File: src/rtl/ppc_pkg.sv
// Shared types and constants of the PI pose controller.
package ppc_pkg;

    localparam int unsigned DATA_W = 32;
    localparam int unsigned INTEG_W = 48;
    localparam int unsigned CFG_IDX_W = 3;
    localparam int unsigned ROOT_W = 33;

    localparam logic signed [DATA_W-1:0] PI_Q = 32'sd205887;
    localparam logic signed [DATA_W-1:0] TWO_PI_Q = 32'sd411775;

    localparam logic signed [DATA_W-1:0] TURN_KP_DEFAULT = 32'sd65536;
    localparam logic signed [DATA_W-1:0] TURN_KI_DEFAULT = 32'sd0;

    typedef enum logic [CFG_IDX_W-1:0] {
        REG_TARGET_DISTANCE = 3'd0,
        REG_TARGET_ANGLE    = 3'd1,
        REG_POSITION_TOL    = 3'd2,
        REG_ANGLE_TOL       = 3'd3,
        REG_SPEED_LIMIT     = 3'd4,
        REG_TURN_RATE_LIMIT = 3'd5,
        REG_DISTANCE_KP     = 3'd6,
        REG_DISTANCE_KI     = 3'd7
    } cfg_index_t;

    typedef enum logic [3:0] {
        ST_IDLE,
        ST_DIFF,
        ST_SQUARE,
        ST_ROOT,
        ST_GOAL,
        ST_LATCH,
        ST_DIST_ERR,
        ST_DIST_INT,
        ST_DIST_CMD,
        ST_HEAD_ERR,
        ST_HEAD_INT,
        ST_HEAD_CMD,
        ST_FINISH,
        ST_OUTPUT
    } state_t;

    typedef struct packed {
        logic load;
        logic restart;
        logic diff;
        logic square;
        logic root_init;
        logic root_step;
        logic goal;
        logic latch;
        logic dist_err;
        logic dist_int;
        logic dist_cmd;
        logic head_err;
        logic head_int;
        logic head_cmd;
        logic finish;
    } dp_cmd_t;

    typedef struct packed {
        logic root_done;
        logic goal_met;
        logic started;
        logic dist_active;
    } dp_status_t;

endpackage

File: src/rtl/ppc_ctrl.sv
// Sequencer of the PI pose controller.
module ppc_ctrl (
    input  logic                aclk,
    input  logic                aresetn,
    input  logic                in_beat,
    input  logic                in_restart,
    input  logic                out_free,
    input  ppc_pkg::dp_status_t status,
    output ppc_pkg::dp_cmd_t    cmd,
    output logic                busy,
    output logic                result_valid
);
    import ppc_pkg::*;

    state_t state_reg;
    state_t state_next;

    always_ff @(posedge aclk) begin
        if (!aresetn) begin
            state_reg <= ST_IDLE;
        end else begin
            state_reg <= state_next;
        end
    end

    always_comb begin
        state_next = state_reg;
        case (state_reg)
            ST_IDLE: begin
                if (in_beat && !in_restart) begin
                    state_next = ST_DIFF;
                end
            end
            ST_DIFF:   state_next = ST_SQUARE;
            ST_SQUARE: state_next = ST_ROOT;
            ST_ROOT: begin
                if (status.root_done) begin
                    state_next = ST_GOAL;
                end
            end
            ST_GOAL: begin
                if (status.goal_met) begin
                    state_next = ST_OUTPUT;
                end else if (!status.started) begin
                    state_next = ST_LATCH;
                end else if (status.dist_active) begin
                    state_next = ST_DIST_ERR;
                end else begin
                    state_next = ST_HEAD_ERR;
                end
            end
            ST_LATCH: begin
                if (status.dist_active) begin
                    state_next = ST_DIST_ERR;
                end else begin
                    state_next = ST_HEAD_ERR;
                end
            end
            ST_DIST_ERR: state_next = ST_DIST_INT;
            ST_DIST_INT: state_next = ST_DIST_CMD;
            ST_DIST_CMD: state_next = ST_HEAD_ERR;
            ST_HEAD_ERR: state_next = ST_HEAD_INT;
            ST_HEAD_INT: state_next = ST_HEAD_CMD;
            ST_HEAD_CMD: state_next = ST_FINISH;
            ST_FINISH:   state_next = ST_OUTPUT;
            ST_OUTPUT: begin
                if (out_free) begin
                    state_next = ST_IDLE;
                end
            end
            default: state_next = ST_IDLE;
        endcase
    end

    always_comb begin
        cmd = '0;
        busy = (state_reg != ST_IDLE);
        result_valid = 1'b0;
        case (state_reg)
            ST_IDLE: begin
                cmd.load = in_beat && !in_restart;
                cmd.restart = in_beat && in_restart;
            end
            ST_DIFF:     cmd.diff = 1'b1;
            ST_SQUARE: begin
                cmd.square = 1'b1;
                cmd.root_init = 1'b1;
            end
            ST_ROOT:     cmd.root_step = 1'b1;
            ST_GOAL:     cmd.goal = 1'b1;
            ST_LATCH:    cmd.latch = 1'b1;
            ST_DIST_ERR: cmd.dist_err = 1'b1;
            ST_DIST_INT: cmd.dist_int = 1'b1;
            ST_DIST_CMD: cmd.dist_cmd = 1'b1;
            ST_HEAD_ERR: cmd.head_err = 1'b1;
            ST_HEAD_INT: cmd.head_int = 1'b1;
            ST_HEAD_CMD: cmd.head_cmd = 1'b1;
            ST_FINISH:   cmd.finish = 1'b1;
            ST_OUTPUT:   result_valid = 1'b1;
            default:     cmd = '0;
        endcase
    end

endmodule

File: config.mk
export PLATFORM = sky130hd
export DESIGN_NAME = ppc_ctrl
export DESIGN_NICKNAME = d
export VERILOG_FILES = /design/src/rtl/ppc_pkg.sv /design/src/rtl/ppc_ctrl.sv
export SDC_FILE = /design/constraint.sdc
export NUM_CORES = 1
export LEC_CHECK = 0
export ABC_AREA = 1
export BUFFER_PORTS_ARGS = -buffer_cell sky130_fd_sc_hd__buf_2
export CAP_MARGIN = 20
export CORE_AREA = 5 5 42 44
export CTS_CLUSTER_SIZE = 30
export DETAILED_ROUTE_END_ITERATION = 8
export DIE_AREA = 0 0 47 49
export SLEW_MARGIN = 10
export SYNTH_ARGS = -nofsm -noshare
export SYNTH_HDL_FRONTEND = slang
export SYNTH_SLANG_ARGS = --single-unit
File: constraint.sdc
create_clock -name aclk -period 1 [get_ports aclk]
set_input_delay 0.2 -clock aclk [delete_from_list [all_inputs] [get_ports aclk]]
set_output_delay 0.2 -clock aclk [all_outputs]
set_load 0.02 [all_outputs]
== Yosys cells after proc, flatten, opt, wreduce, memory -nomap -nowiden ==
Index checks and enable logic that the tools add are counted.
Operators by class
  $add $sub $neg: 0
  $mul: 0
  div/mod/pow operators: 0
  $lt $le $gt $ge: 0
  equal/unequal tests: 16
  shifts and indexed selects: 0
  muxes and demuxes: 21
  bitwise operators: 0
  reductions and logical operators: 6
Operators with widths (number)
  $pmux W4 S14: 1
  $eq A4 B4 Y1 const B: 6
  $mux W4: 6
  $eq A4 B3 Y1 const B: 4
  $mux W1: 12
  $eq A4 B2 Y1 const B: 2
  $ne A2 B2 Y1 const B: 3
  $eq A4 B1 Y1 const B: 1
  $logic_not A4 Y1: 1
  $mux W2: 2
  $reduce_bool A4 Y1: 1
  $reduce_and A3 Y1: 1
  $logic_and A1 B1 Y1: 2
  $logic_not A1 Y1: 1
Storage, ports and cells
  bits in registers: 4
  bits in latches: 0
  RAM bits: 0
  memory bits (read-only): 0
  input bits: 9
  logic and storage cells: 44
  memories kept: 0

== Longest topological paths before layout ==
  depth in word-level cells: 4
  mapped depth: 9

== Least setup slack after synthesis ==
No wires, ideal clock.
  path kind: register to output
  start: reg state_reg[0]
  end: out cmd[13] in the netlist's numbering
  arrival: 1.282 ns
  path slack: -0.482 ns
  stages on the path, launching flop included: 4
  cells stage by stage: dfxtp_1 nor2_1 nand2_1 nor3_1
RTL lines
  start, declared: line ppc_ctrl.sv:15  | state_t state_reg;
  start signal, assigned: line ppc_ctrl.sv:22  | state_reg <= state_next;
  end, declared: line ppc_ctrl.sv:9  | output ppc_pkg::dp_cmd_t cmd,

== Worst setup path in the final report ==
  start: reg state_reg[1]
  end: out busy
Between the ends
  cells in the longest elaborated chain, start to end: 1
RTL lines
  $reduce_bool A4 Y1: line ppc_ctrl.sv:77  | busy = (state_reg != ST_IDLE);
  end, declared: line ppc_ctrl.sv:10  | output logic busy,
No other way between the ends.

==> results.md <==
- The flow ran to the end, but the final reports show violations.
- The final reports fail on setup timing.
- In this run the horizontal extent of the chip is 47 µm.
- The number of endpoints with negative hold slack in the final report was 0.
- The initial antenna violation count is 0.
- The final weighted congestion in routability-driven placement is 0.831.
- The number of flip-flops under the largest register name is 4.
- The final hold slack is roughly 280 ps.
- The net switching power figure is 934 µW.
- Yosys attributes the largest share of cell area to sky130_fd_sc_hd__nand2_1 (20%), sky130_fd_sc_hd__dfxtp_1 (19%), sky130_fd_sc_hd__inv_1 (16%).
- The net count after synthesis is 94.
- The internal portion of total power is 1020 µW.
- Input and output buffers added on the ports amount to 25.
- For this configuration, the core starts out at a cell density of 0.301.
- Detailed placement finished with a half-perimeter wire length of 1.20 mm.
- The final worst setup slack is -348 ps.
- The relative slew slack is 0.759.
- 0 antenna diodes ended up in the layout.
- Of the total power, the share spent switching nets is 0.479.
- The number of distinct standard cells referenced by the synthesized netlist is 14.
- After clock tree synthesis, the clock-pin slew on the worst setup and hold paths is around 40 ps.
- Of the synthesized area, sequential elements account for 0.190.
- The synthesized design contains 4 register bits.
- The clock reaches the later pin of the worst-skew pair after 240 ps.
- The average wire length per cell after detail routing is around 11 µm.
- The worst reg-to-reg setup slack is -260 ps.
- The fraction of final layout cells sized beyond drive strength 1 is 0.574.
- The setup path with the least slack is of type flop to output pin.
- The post-detailed-route count of antenna-violating nets is 0.
- At the end of the flow the core is filled with cells to 0.648.
- The data arrival time of the critical path is 1150 ps.
- The number of hold buffers added after cts is 0.
- The biggest area contributor in the post-synthesis netlist is sky130_fd_sc_hd__nand2_1.
- During synthesis, Yosys emitted a total of 0 warnings.
- The sequential standard cell area is roughly 95 µm².
- The hold path depth is 3.
- For this run, the detailed router's first-pass iteration total came to 4.
- The min-delay analysis places its worst path in the category input pin to flop.
- For this run the aggregate overflow at the end of global routing stands at 0.
- The floorplan step defined a die boundary enclosing around 2300 µm².
- The post-route DRC violation count is 0.
- The first global-routing pass estimated ~2.6 mm of wire.
- Along the worst path, the maximum fanout reaches 4.
- The core region area is around 1400 µm².
- The sequential share of power is 0.158.
- The endpoint required time on the critical path is 800 ps.
- In this run the power density over the cells is around 2100 nW/µm².
- The share of synthesized area in the top cell type comes to 0.196.
- The depth of the most critical reg-to-reg path is 7.
- The count of pins over their slew limit was 0.
- The cell at the root of the clock tree is sky130_fd_sc_hd__clkbuf_4.
- The number of buffers and inverters on the critical path is 2.
- From synthesis to final layout, the design area changed by 115%.
- Of the available clock period, the critical path in the final layout requires 1.35.
- Entering global routing, the biggest net connects 7 pins.
- Each instance of the synthesized netlist takes up on average between 4 and 5 µm².
- Fill cells in the final layout number roughly 130.
- Summing all multi-input logic gate instances after layout gives 412 µm².
- Setup violations remaining at the end of the flow were counted as 21.
- The buffer levels on the longest clock path is 2.
- The slowest stage of the critical path belongs to the cell sky130_fd_sc_hd__dfxtp_4.
- After floorplanning, the core was divided into 14 placement rows.
- The total routing resource utilization after global routing is 0.153.
- The vias per cell is 4.73.
- The sum of routed wire length over all layers is 1.57 mm.
- The initial detailed-routing violation count is 16.
- In this run the number of cells on the critical path is 4.
- Traced cell by cell, the critical path runs through nor2_4 -> nand2_4 -> buf_4 -> buf_6.
- Setup repair after global routing could not meet its margin everywhere.
- The source of the critical timing path is state_reg[1].
- Of the total power, combinational logic draws 0.726.
- The launching point of the worst reg2reg path is state_reg[1].
- The type of element launching the critical path is a flop.
- The reported leakage power is between 0.0004 and 0.0005 µW.
- Synthesis produced a netlist whose cell count is 85.
- The final setup skew is 6.35 ps.
- In this design, the stage delay of the slowest critical-path cell is 360 ps.
- The number of clock buffers added by TritonCTS is 3.
- The maximum level of the CTS H-tree is 1.
- The worst voltage drop across the vdd grid is 1.09 mV.
- The mapped netlist covers around 420 µm².
- STA classifies the critical path endpoint as an output pin.
- The count of vias placed by the detailed router is 653.
- From bottom edge to top edge, the die measures 49 µm.
- Timing would allow up to 742 MHz.
- The power share of the clock group is 0.117.
- The kind of cell with the highest combined delay on the critical path is flip-flops.
- The number of top-level design ports is 26.
- In this run the worst setup path terminates at busy.
- Max-cap violations in this run came to 0.
- TritonCTS built the clock tree.
- The via count of the first global-routing pass was 623.
- The clock drives 4 sinks.
- At the pin with the least slew margin, the transition time is between 300 and 400 ps.
- The critical register-to-register path endpoint is state_reg[2].
- The number of nets in the final layout is ~130.
- The clock period minus worst slack is approximately 1300 ps.
==> kinds of logic (layout without fill, tap and decap cells) <==
| kind of cell | after synthesis | in the layout | share of synthesized area |
|---|---|---|---|
| compound gates | 8 | 8 | 0.101 |
| buf+inv | 21 | 58 | 0.196 |
| flops | 4 | 4 | 0.190 |
| simple gates | 52 | 52 | 0.513 |
==> final cells by class <==
cell class / count / share of cell area
Multi-Input combinational cell: 60 / 0.453
Inverter: 20 / 0.0854
Timing Repair Buffer: 34 / 0.306
Tap cell: 16 / 0.0220
Sequential cell: 4 / 0.105
Clock buffer: 4 / 0.0289
==> metrics by stage <==
step	setup WS, ps	instance area, µm²	setup TNS [ps]	power (µW)	std cells
2_1_floorplan	-140	537	-699	1050	85
3_3_place_gp	-173	708	-1620	1320	130
3_5_place_dp	-190	708	-1850	1330	130
4_1_cts	-345	891	-5900	1940	138
5_1_grt	-402	908	-7190	2090	138
6_report	-348	908	-5900	1950	138
==> cells in the mapped netlist, drive strengths merged <==
| library cell | count |
|---|---|
| a21oi | 4 |
| a31oi | 2 |
| buf | 1 |
| dfxtp | 4 |
| inv | 20 |
| nand2 | 23 |
| nand3 | 2 |
| nand3b | 1 |
| nor2 | 20 |
| nor3 | 6 |
| o21ai | 2 |
==> worst reg2reg max path, cell delays in order (launching register included) <==
cell                      delay [ps]
sky130_fd_sc_hd__dfxtp_4         360
sky130_fd_sc_hd__nor2_4          170
sky130_fd_sc_hd__nand2_4         100
sky130_fd_sc_hd__buf_4           150
sky130_fd_sc_hd__a21oi_1         140
sky130_fd_sc_hd__nor2_1           80
sky130_fd_sc_hd__nand2_1          70
sky130_fd_sc_hd__a21oi_1          50
==> power by group through the flow <==
| stage | clock network [µW] | registers (µW) | logic, µW |
|---|---|---|---|
| after floorplan | 0 | 336 | 712 |
| after global placement | 0 | 333 | 988 |
| after detailed placement | 0 | 336 | 993 |
| after CTS | 225 | 310 | 1410 |
| after global routing | 242 | 322 | 1530 |
| final | 227 | 307 | 1410 |
==> cell usage in the layout (no fill, tap or decap), types with 3 or more instances in the layout <==
master	instances
sky130_fd_sc_hd__dfxtp_4	4
sky130_fd_sc_hd__inv_2	6
sky130_fd_sc_hd__nand2_2	4
sky130_fd_sc_hd__inv_1	13
sky130_fd_sc_hd__buf_6	10
sky130_fd_sc_hd__nor2_1	9
sky130_fd_sc_hd__buf_2	11
sky130_fd_sc_hd__clkbuf_4	3
sky130_fd_sc_hd__buf_4	12
sky130_fd_sc_hd__nand2_1	17
sky130_fd_sc_hd__nor3_4	3
sky130_fd_sc_hd__nor2_4	9
sky130_fd_sc_hd__a21oi_1	4
==> layer usage <==
layer,global-route usage,part of all wire,vias up
met4,0.0553,0.0051,0
met5,0,0,-
met2,0.260,0.52,24
li1,-,-,332
met3,0.0221,0.080,2
met1,0.186,0.40,295
==> how the worst min path moves through the flow <==
stage / slack, ps / end / start
detailed placement: 490 / state_reg[0] / aresetn
global placement: 480 / state_reg[2] / aresetn
global route: 300 / state_reg[3] / aresetn
CTS: 250 / state_reg[0] / aresetn
finish: 280 / state_reg[0] / aresetn
floorplan: 360 / state_reg[0] / aresetn
==> timing repair <==
| item | 4_1_cts | 5_1_grt |
|---|---|---|
| setup buffers | 4 | 0 |
| gates cloned | 0 | 0 |
| resized for setup | 36 | 2 |
| endpoints found under the setup margin | 21 | 21 |
| pin swaps | 8 | 4 |
Note: power is estimated with default switching activity, not from simulation.
